## src/rsmb_pkg.sv

```systemverilog
// rsmb_pkg: shared types and constants for the rotated sorted minimum search
// holds widths, the controller state type and the command/status groups
// depends on nothing
package rsmb_pkg;

    localparam int DATA_W           = 32;
    localparam int MAX_ELEMENTS_DEF = 1024;

    // largest positive 32-bit value, start point of the running minimum
    localparam logic signed [DATA_W-1:0] INT_MAX = {1'b0, {(DATA_W-1){1'b1}}};

    // controller states
    typedef enum logic [2:0] {
        S_LOAD,
        S_RD_LM,
        S_RD_H,
        S_EVAL,
        S_EMIT
    } t_state;

    // commands from controller to datapath
    typedef struct packed {
        logic load;    // request accepted, store element
        logic start;   // last element taken, set up the search
        logic rd_lm;   // read low and mid entries
        logic rd_h;    // read high entry, hold low and mid data
        logic eval;    // compare and narrow the span
        logic emit;    // move running minimum to the output register
    } t_cmd;

    // status from datapath to controller
    typedef struct packed {
        logic in_range;  // low index not past high index
        logic ordered;   // low <= mid <= high values
        logic out_free;  // output register can take a new result
    } t_status;

endpackage

```

## src/rsmb_ctrl.sv

```systemverilog
// rsmb_ctrl: state machine sequencing load, probe reads, compare and emit
// drives commands to rsmb_dp and reads its status; depends on rsmb_pkg
module rsmb_ctrl (
    input  logic              i_clk,
    input  logic              i_rst_n,
    input  logic              i_in_valid,
    input  logic              i_in_last,
    input  rsmb_pkg::t_status i_status,
    output logic              o_in_ready,
    output rsmb_pkg::t_cmd    o_cmd
);

    rsmb_pkg::t_state r_state;
    rsmb_pkg::t_state n_state;

    // state register
    always_ff @(posedge i_clk) begin
        if (!i_rst_n) begin
            r_state <= rsmb_pkg::S_LOAD;
        end else begin
            r_state <= n_state;
        end
    end

    // next state
    always_comb begin
        n_state = r_state;
        unique case (r_state)
            rsmb_pkg::S_LOAD: begin
                if (i_in_valid && i_in_last) n_state = rsmb_pkg::S_RD_LM;
            end
            rsmb_pkg::S_RD_LM: begin
                n_state = i_status.in_range ? rsmb_pkg::S_RD_H : rsmb_pkg::S_EMIT;
            end
            rsmb_pkg::S_RD_H: begin
                n_state = rsmb_pkg::S_EVAL;
            end
            rsmb_pkg::S_EVAL: begin
                n_state = i_status.ordered ? rsmb_pkg::S_EMIT : rsmb_pkg::S_RD_LM;
            end
            rsmb_pkg::S_EMIT: begin
                if (i_status.out_free) n_state = rsmb_pkg::S_LOAD;
            end
            default: begin
                n_state = rsmb_pkg::S_LOAD;
            end
        endcase
    end

    // outputs
    always_comb begin
        o_in_ready = 1'b0;
        o_cmd      = '0;
        unique case (r_state)
            rsmb_pkg::S_LOAD: begin
                o_in_ready  = 1'b1;
                o_cmd.load  = i_in_valid;
                o_cmd.start = i_in_valid && i_in_last;
            end
            rsmb_pkg::S_RD_LM: begin
                o_cmd.rd_lm = i_status.in_range;
            end
            rsmb_pkg::S_RD_H: begin
                o_cmd.rd_h = 1'b1;
            end
            rsmb_pkg::S_EVAL: begin
                o_cmd.eval = 1'b1;
            end
            rsmb_pkg::S_EMIT: begin
                o_cmd.emit = i_status.out_free;
            end
            default: begin
                o_in_ready = 1'b0;
            end
        endcase
    end

endmodule

```

## config.mk

```make
export PLATFORM = sky130hd
export DESIGN_NAME = rsmb_ctrl
export DESIGN_NICKNAME = d
export VERILOG_FILES = /design/src/rsmb_pkg.sv /design/src/rsmb_ctrl.sv
export SDC_FILE = /design/constraint.sdc
export NUM_CORES = 1
export LEC_CHECK = 0
export BUFFER_PORTS_ARGS = -buffer_cell sky130_fd_sc_hd__buf_2
export CAP_MARGIN = 5
export CORE_AREA = 2 2 39 41
export DETAILED_ROUTE_END_ITERATION = 10
export DIE_AREA = 0 0 41 43
export PLACE_DENSITY = 0.36
export SYNTH_ARGS = -nofsm -noshare
export SYNTH_HDL_FRONTEND = slang
export SYNTH_SLANG_ARGS = --single-unit
```

## constraint.sdc

```tcl
create_clock -name i_clk -period 1.39 [get_ports i_clk]
set_input_delay 0.0695 -clock i_clk [delete_from_list [all_inputs] [get_ports i_clk]]
set_output_delay 0.0695 -clock i_clk [all_outputs]
set_load 0.05 [all_outputs]
```

==> results.md, run 1 <==
- Port bufs: 13
- Worst setup EP type: output pin
- First-pass GRT wire length: around 900 um
- Largest net degree at the start of global routing: 11
- Status: finished, final reports clean
- Biggest regs: r_state (3)
- Worst-case clock buffer depth: 2
- PostCTS Resize Cnt: 3
- Worst skew pair latency: 0.23 ns
- Routability Congestion: around 0.71
- Synth Cell Area: 225 um^2
- Die H: 43 um
- Largest area contributor in the netlist: dfxtp_1
- Total die area: around 1800 um^2
- Max Cap Viol: 0
- Core Area: ~1400 um^2
- Worst path arrival time: around 1.2 ns
- Synth Area per Inst: approximately 9.0 um^2
- P_leak: between 0.15 and 0.2 nW
- Cts hold-fix bufs: 0
- Clock slew at reported path FFs: 0.04 ns
- CTS root buf: clkbuf_4
- Vias: 239
- GRT Total Usage: 0.0752
- Initial DRC Count: 0
- Initial antenna violation count: 0
- Number of synthesized register bits: 3
- IR drop worst, VDD: 298 uV
- Cell variety after synth: 18
- Drt pass-1 iters: 1
- Fin cells: 56
- Share of cells above drive strength 1: 0.675
- Slew Limit Fails: 0
- Pwr/cell area: about 1100 nW/um^2
- Register area share after synthesis: 0.267
- Setup_tns: 0 ns
- Placed Area: roughly 320 um^2
- Clock skew: approximately 0.0043 ns
- Fillers: around 160
- WHS: ~0.093 ns
- Vias/cell: 4.27
- N_diodes: 0
- Row count: 14
- DRC viols: 0
- Tcrit/Tclk final: 0.921
- Number of I/O pins: 14
- Ys Warns: 0
- Sink Count: 3
- Antenna violation net count after detailed routing: 0
- Final setup fails: 0
- Total power: between 0.3 and 0.4 mW
- TritonCTS buffer count: 3
- CP max FO: 9
- CP required: about 1.3 ns
- Layout area overhead: 54.4%
- RSZ-0062 raised after global routing: false
- Slowest CP cell: dfxtp_2
- Cells after Synth: 25
- Initial Util: 0.163
- Critical path type: register to output pin
- Nets: 48
- Worst min path class: primary input to register
- Worst-path cell chain: nand2_1 -> nor3_2 -> buf_2
- Worst-Margin Slew: 0.241 ns
- Slew HR: 0.839
- Minimum clock period: between 1 and 1.5 ns
- Vias in the first global route: roughly 220
- Largest register FFs: 3
- Post-route cell area: around 350 um^2
- Critical path launch point type: register
- Hold Fails Final Rpt: 0
- Ranking of synthesized cells by area: dfxtp_1, buf_6, nor3_1
- Placed cells: 52
- Fmax: 0.781 GHz
- Max stage delay on crit path: roughly 0.44 ns
- H-tree Lvls: 1
- Top-area cell type share of the netlist area: 0.267
- Detailed placer's ending HPWL: 434 um
- Die X: 41 um
- Mapped Nets: 32
- Wire per inst: 10.0 um
- Final wirelength: between 500 and 600 um
- Biggest register: r_state
- TritonCTS clock tree: done
- Postcts setup bufs: 0
- GRT overflow: 0
[per-layer routing]
layer  wire length (um)  up-vias  global-route usage
met5                  0        -                   0
met1                275      108               0.112
li1                   -      121                   -
met4                  0        0              0.0200
met3                 56        0              0.0524
met2                228       10              0.0844
[path summary, 6_finish.rpt]
| path | slack, ns | start | cells past startpoint | end |
|---|---|---|---|---|
| setup / recovery | 0.11 | r_state[0]$_SDFFE_PN0P_ | 3 | o_cmd[3] |
| hold / removal | 0.09 | i_status[1] | 2 | r_state[2]$_SDFFE_PN0P_ |
| setup reg to reg | 0.26 | r_state[2]$_SDFFE_PN0P_ | 3 | r_state[1]$_SDFFE_PN0P_ |
| hold reg to reg | 0.56 | r_state[2]$_SDFFE_PN0P_ | 1 | r_state[0]$_SDFFE_PN0P_ |
[critical path, delay by kind of cell, from the launching register on]
kind	cells	cell delay, ns
simple gates	2	0.24
flops	1	0.44
buf+inv	1	0.29
[kinds of logic (layout without fill, tap and decap cells)]
family | count (synthesis) | count (layout) | synth area share
compound gates | 6 | 6 | 0.256
flops | 3 | 3 | 0.267
buf+inv | 2 | 17 | 0.100
simple gates | 14 | 14 | 0.378
[cell usage after synthesis]
master and count:
dfxtp_1 3, nor3_1 3, buf_6 2, nand2_1 2, nor3b_1 2, a211o_1 1
a211oi_2 1, a21o_1 1, a32o_1 1, and2_1 1, and3_1 1, and3b_1 1
and3b_2 1, nand2b_1 1, nor2_1 1, nor2b_1 1, o21ai_2 1, o21ba_1 1
[per-stage QoR]
stage	setup slack (ns)	util
4_1_cts	0.00435	0.250
2_1_floorplan	-0.126	-
3_5_place_dp	0.125	0.228
3_3_place_gp	0.181	0.228
6_report	0.110	0.251
5_1_grt	0.0192	0.251
[layout make-up]
cell class | count | area, um^2 | share of cell area
clock buffer | 4 | 26.3 | 0.0755
timing repair buffer | 13 | 67.6 | 0.194
multi-input combinational | 20 | 170 | 0.489
sequential | 3 | 63.8 | 0.183
tap | 16 | 20.0 | 0.0576
[power by group]
part	leakage [nW]	switching [mW]	internal, mW
clock network	0.0150	0.0468	0.108
registers	0.0258	0.0171	0.0931
logic	0.153	0.0723	0.0409
total	0.194	0.136	0.242
[placed cells by master, fill, tap and decap left out]
cell,count
nor3b_2,1
nor3_4,1
buf_4,1
o21ba_1,1
and3b_2,1
and2_2,1
nand2b_1,1
and3b_1,1
nor2_1,1
a32o_1,1
a211oi_2,1
nor3_2,2
a211o_1,1
nor3b_1,1
nand2_1,2
a21o_1,1
dfxtp_2,3
nor2b_1,1
clkbuf_1,1
buf_2,12
and3_1,1
o21ai_2,1
clkbuf_4,3
(Power assumes the default switching activity.)
==> run 2, diff against run 1 <==
- PLACE_DENSITY: 0.36 -> 0.38
==> results.md, run 2 (synthesis results as in run 1) <==
- Wire per inst: about 11 um
- Fmax: about 0.77 GHz
- Clock skew: ~0.0013 ns
- Worst Setup EP: o_cmd[3]
- Reg power frac: 0.289
- H-tree Lvls: 1
- CP max FO: 9
- GRT Total Usage: 0.0862
- Cts hold-fix bufs: 0
- Layout area overhead: 55.6%
- Grt met1 use: 0.115
- Gate power share: 0.307
- Port bufs: 13
- Final wirelength: 598 um
- Biggest register: r_state
- WP depth: 3
- Number of I/O pins: 14
- Share of cells above drive strength 1: 0.675
- Initial antenna violation count: 0
- Slew HR: 0.837
- P_leak: just under 0.2 nW
- CTS root buf: clkbuf_4
- Met2 usage in global routing: 0.109
- WP buf/inv: 1
- DRC viols: 0
- Fillers: 164
- Sink Count: 3
- Met3 usage: 0.0157
- Pwr/cell area: between 1000 and 1500 nW/um^2
- Max stage delay on crit path: approximately 0.44 ns
- Die X: 41 um
- Total power: ~0.38 mW
- First-pass GRT wire length: 1010 um
- WHS: roughly 0.10 ns
- IR drop worst, VDD: approximately 240 uV
- Crit path from: r_state[0]$_SDFFE_PN0P_
- R2r worst-path depth: 3
- Core Area: around 1400 um^2
- Vias/cell: ~4.4
- Register-to-register setup slack: 0.28 ns
- Worst-Margin Slew: around 0.24 ns
- GRT overflow: 0
- Reg-to-reg endpoint: r_state[1]$_SDFFE_PN0P_
- Worst skew pair latency: 0.23 ns
- Biggest regs: r_state (3)
- Sw frac: 0.360
- Critical path type: register to output pin
- Most common cell after layout, fill and taps aside: buf_2
- Hold Fails Final Rpt: 0
- Largest net degree at the start of global routing: 11
- Antenna violation net count after detailed routing: 0
- Critical path launch point type: register
- Total die area: between 1500 and 2000 um^2
- Most Crowded Layer GR: met1
- Die H: 43 um
- Nets: 48
- Clock slew at reported path FFs: 0.04 ns
- Slowest CP cell: dfxtp_2
- Drt pass-1 iters: 4
- Clock share of power: 0.404
- Vias in the first global route: between 200 and 250
- Vias: between 200 and 250
- Net switching power: approximately 0.14 mW
- Worst path arrival time: ~1.2 ns
- Initial Util: 0.163
- Worst setup EP type: output pin
- Final setup fails: 0
- Routability Congestion: 0.691
- RSZ-0062 raised after global routing: false
- Most frequent cells in the layout: buf_2, clkbuf_4, dfxtp_2
- Largest register FFs: 3
- Worst-path cell chain: nand2_1 -> nor3_2 -> buf_2
- Status: finished, final reports clean
- Worst-case clock buffer depth: 2
- N_diodes: 0
- Minimum clock period: between 1 and 1.5 ns
- Setup_tns: 0 ns
- TritonCTS buffer count: 3
- Max Cap Viol: 0
- Worst min path class: primary input to register
- Initial DRC Count: 5
- Slew Limit Fails: 0
- Family with the most delay on the worst path: flip-flops
- Reg2reg start: r_state[2]$_SDFFE_PN0P_
- Row count: 14
- CP required: around 1.3 ns
- Tcrit/Tclk final: 0.940
- Pint: roughly 0.24 mW
- Detailed placer's ending HPWL: around 430 um
- TritonCTS clock tree: done
[run 2: power by group through the flow]
stage / Clock [mW] / Combinational (mW) / Sequential (mW)
6_report: 0.154 / 0.117 / 0.110
5_1_grt: 0.176 / 0.124 / 0.112
4_1_cts: 0.165 / 0.118 / 0.110
3_5_place_dp: 0 / 0.114 / 0.110
3_3_place_gp: 0 / 0.114 / 0.110
2_1_floorplan: 0 / 0.107 / 0.0964
[run 2: timing repair]
item	CTS	global route
cloned	0	0
setup buffers	0	0
resized for setup	4	1
setup endpoints to repair	4	4
[run 2: worst min path at each step]
stage | from | end | slack (ns) | cells after the start
floorplan | i_rst_n | r_state[0]$_SDFFE_PN0P_ | 0.21 | 2
global placement | i_status[1] | r_state[2]$_SDFFE_PN0P_ | 0.34 | 2
detailed placement | i_status[1] | r_state[2]$_SDFFE_PN0P_ | 0.34 | 2
CTS | i_rst_n | r_state[0]$_SDFFE_PN0P_ | 0.09 | 3
global route | i_status[1] | r_state[2]$_SDFFE_PN0P_ | 0.1 | 2
finish | i_rst_n | r_state[0]$_SDFFE_PN0P_ | 0.10 | 3
[run 2: cell type report]
| class | count | area (um^2) | area share |
|---|---|---|---|
| multi-input combinational | 20 | 170 | 0.486 |
| sequential | 3 | 63.8 | 0.182 |
| clock buffer | 4 | 26.3 | 0.0750 |
| timing repair buffer | 13 | 70.1 | 0.200 |
| tap | 16 | 20.0 | 0.0571 |
[run 2: worst reg2reg max path: stages, from the launching register on]
cell and delay (ns):
dfxtp_2 0.46, and3b_1 0.22, o21ai_2 0.15, o21ba_1 0.16
[run 2: through the flow]
stage / instance area (um^2) / cells / util / setup slack (ns)
2_1_floorplan: 253 / 25 / - / -0.126
3_3_place_gp: 315 / 52 / 0.228 / 0.174
3_5_place_dp: 315 / 52 / 0.228 / 0.154
4_1_cts: 349 / 56 / 0.252 / 0.00324
5_1_grt: 350 / 56 / 0.253 / 0.00227
6_report: 350 / 56 / 0.253 / 0.0835
[run 2: routing by layer]
layer	vias to the layer above	wire, um
li1	122	-
met1	109	267
met2	14	269
met3	2	47
met4	0	13
met5	-	0
==> run 3, diff against run 2 <==
==> constraint.sdc (replaced) <==
create_clock -name i_clk -period 1.45 [get_ports i_clk]
set_input_delay 0.2175 -clock i_clk [delete_from_list [all_inputs] [get_ports i_clk]]
set_output_delay 0.2175 -clock i_clk [all_outputs]
set_load 0.05 [all_outputs]
==> results.md, run 3 (synthesis results as in run 1) <==
- Cts hold-fix bufs: 0
- Largest register FFs: 3
- TritonCTS clock tree: done
- H-tree Lvls: 1
- CTS root buf: clkbuf_4
- Worst Hold Launch: i_status[1]
- Vias/cell: 4.27
- Reg-to-reg endpoint: r_state[1]$_SDFFE_PN0P_
- Slew Limit Fails: 0
- Initial Util: 0.163
- CP required: about 1.2 ns
- Worst Hold End: r_state[2]$_SDFFE_PN0P_
- Tcrit/Tclk final: 0.947
- Worst-Margin Slew: around 0.25 ns
- Family with the most delay on the worst path: simple AND/OR/NAND/NOR gates
- Placed cells: 52
- Number of I/O pins: 14
- Max Cap Viol: 0
- DRC viols: 0
- TritonCTS buffer count: 3
- Clock slew at reported path FFs: about 0.040 ns
- R2r worst-path depth: 3
- Critical path type: register to output pin
- Worst skew pair latency: ~0.23 ns
- Share of cells above drive strength 1: 0.700
- Multi-input logic area: around 180 um^2
- Core Area: around 1400 um^2
- Vias: 239
- Clock skew: approximately 0.0043 ns
- Worst path arrival time: 1.16 ns
- GRT Total Usage: 0.0762
- Sink Count: 3
- Total die area: 1760 um^2
- Initial antenna violation count: 0
- Worst-case clock buffer depth: 2
- Reg2reg start: r_state[0]$_SDFFE_PN0P_
- Biggest regs: r_state (3)
- Max stage delay on crit path: between 0.3 and 0.4 ns
- Worst setup EP type: output pin
- Status: finished, final reports clean
- RSZ-0062 raised after global routing: false
- Drt pass-1 iters: 4
- Die X: ~41 um
- Most frequent cells in the layout: buf_2, clkbuf_4, dfxtp_4
- Postcts setup bufs: 0
- IR drop worst, VDD: 220 uV
- Register-to-register setup slack: approximately 0.37 ns
- Hold Fails Final Rpt: 0
- Pwr/cell area: slightly below 1000 nW/um^2
- Most common cell after layout, fill and taps aside: buf_2
- Layout area overhead: 66.7%
- Minimum clock period: about 1.4 ns
- First-pass GRT wire length: around 930 um
- Slowest CP cell: dfxtp_4
- Row count: 14
- Register Area: between 70 and 80 um^2
- Routability Congestion: about 0.7
- P_leak: 0.196 nW
- Final setup fails: 0
- N_diodes: 0
- Worst min path class: primary input to register
- Hold Path Stages: 2
- Largest net degree at the start of global routing: 11
- WP buf/inv: 1
- Nets: between 40 and 50
- CP max FO: 8
- Biggest register: r_state
- Fmax: 0.728 GHz
- Antenna violation net count after detailed routing: 0
- Slew HR: 0.836
- Port bufs: 13
- Die H: between 40 and 50 um
- Critical path launch point type: register
- Worst-path cell chain: nor3_4 -> and3_4 -> buf_6
- Fillers: between 150 and 200
- Final wirelength: between 500 and 600 um
- Initial DRC Count: 2
- Fin cells: 56
- Detailed placer's ending HPWL: about 440 um
- Vias in the first global route: between 200 and 250
- GRT overflow: 0
- Wire per inst: around 10 um
- WHS: 0.256 ns
==> run 3: cell types whose count changed in the layout (fill, tap and decap cells not counted) <==
cell,before,now
dfxtp_2,3,0
dfxtp_4,0,3
buf_2,11,9
buf_6,0,2
and3_1,1,0
and3_4,0,1
buf_4,2,1
clkbuf_4,3,4
==> run 3: per-stage QoR <==
stage                      util  cell area [um^2]  setup TNS, ns  worst slack (ns)  total power [mW]
after floorplan               -               253         -0.324            -0.211             0.195
after global placement    0.228               315              0             0.106             0.215
after detailed placement  0.228               315              0             0.107             0.215
after CTS                 0.255               353              0            0.0458             0.378
after global routing      0.271               375              0           0.00612             0.399
final                     0.271               375              0            0.0763             0.370
==> run 3: power by group <==
group          leakage (nW)  internal [mW]  switching (mW)
logic                 0.154         0.0481          0.0727
clock network        0.0150          0.103          0.0434
registers            0.0267         0.0866          0.0157
total                 0.196          0.238           0.132
==> run 3: final cells by class <==
class	instances	share of cell area
Clock buffer	4	0.0700
Multi-Input combinational cell	20	0.467
Sequential cell	3	0.190
Tap cell	16	0.0533
Timing Repair Buffer	13	0.220
==> run 3: worst max-delay path by stage <==
| stage | slack [ns] | cells after the start | end | start |
|---|---|---|---|---|
| 3_5_place_dp | 0.11 | 3 | o_cmd[3] | r_state[0]$_SDFFE_PN0P_ |
| 4_1_cts | 0.05 | 3 | o_cmd[4] | r_state[1]$_SDFFE_PN0P_ |
| 2_1_floorplan | -0.21 | 3 | o_cmd[4] | r_state[0]$_SDFFE_PN0P_ |
| 5_1_grt | 0.006 | 3 | o_cmd[4] | r_state[1]$_SDFFE_PN0P_ |
| 6_report | 0.08 | 3 | o_cmd[4] | r_state[1]$_SDFFE_PN0P_ |
| 3_3_place_gp | 0.11 | 3 | o_cmd[3] | r_state[0]$_SDFFE_PN0P_ |
==> run 3: what timing repair did <==
action	CTS	global route
hold endpoints to repair	0	0
gates resized for setup	6	7
endpoints found under the setup margin	6	4
pin swaps	0	1
gates cloned	0	0
==> run 3: routing by layer <==
metal | up-vias | wire length [um] | share of wire | track usage
met5 | - | 0 | 0 | 0
li1 | 122 | - | - | -
met1 | 110 | 266 | 0.45 | 0.103
met2 | 7 | 296 | 0.51 | 0.109
met3 | 0 | 23 | 0.039 | 0.0157
met4 | 0 | 0 | 0 | 0.0400
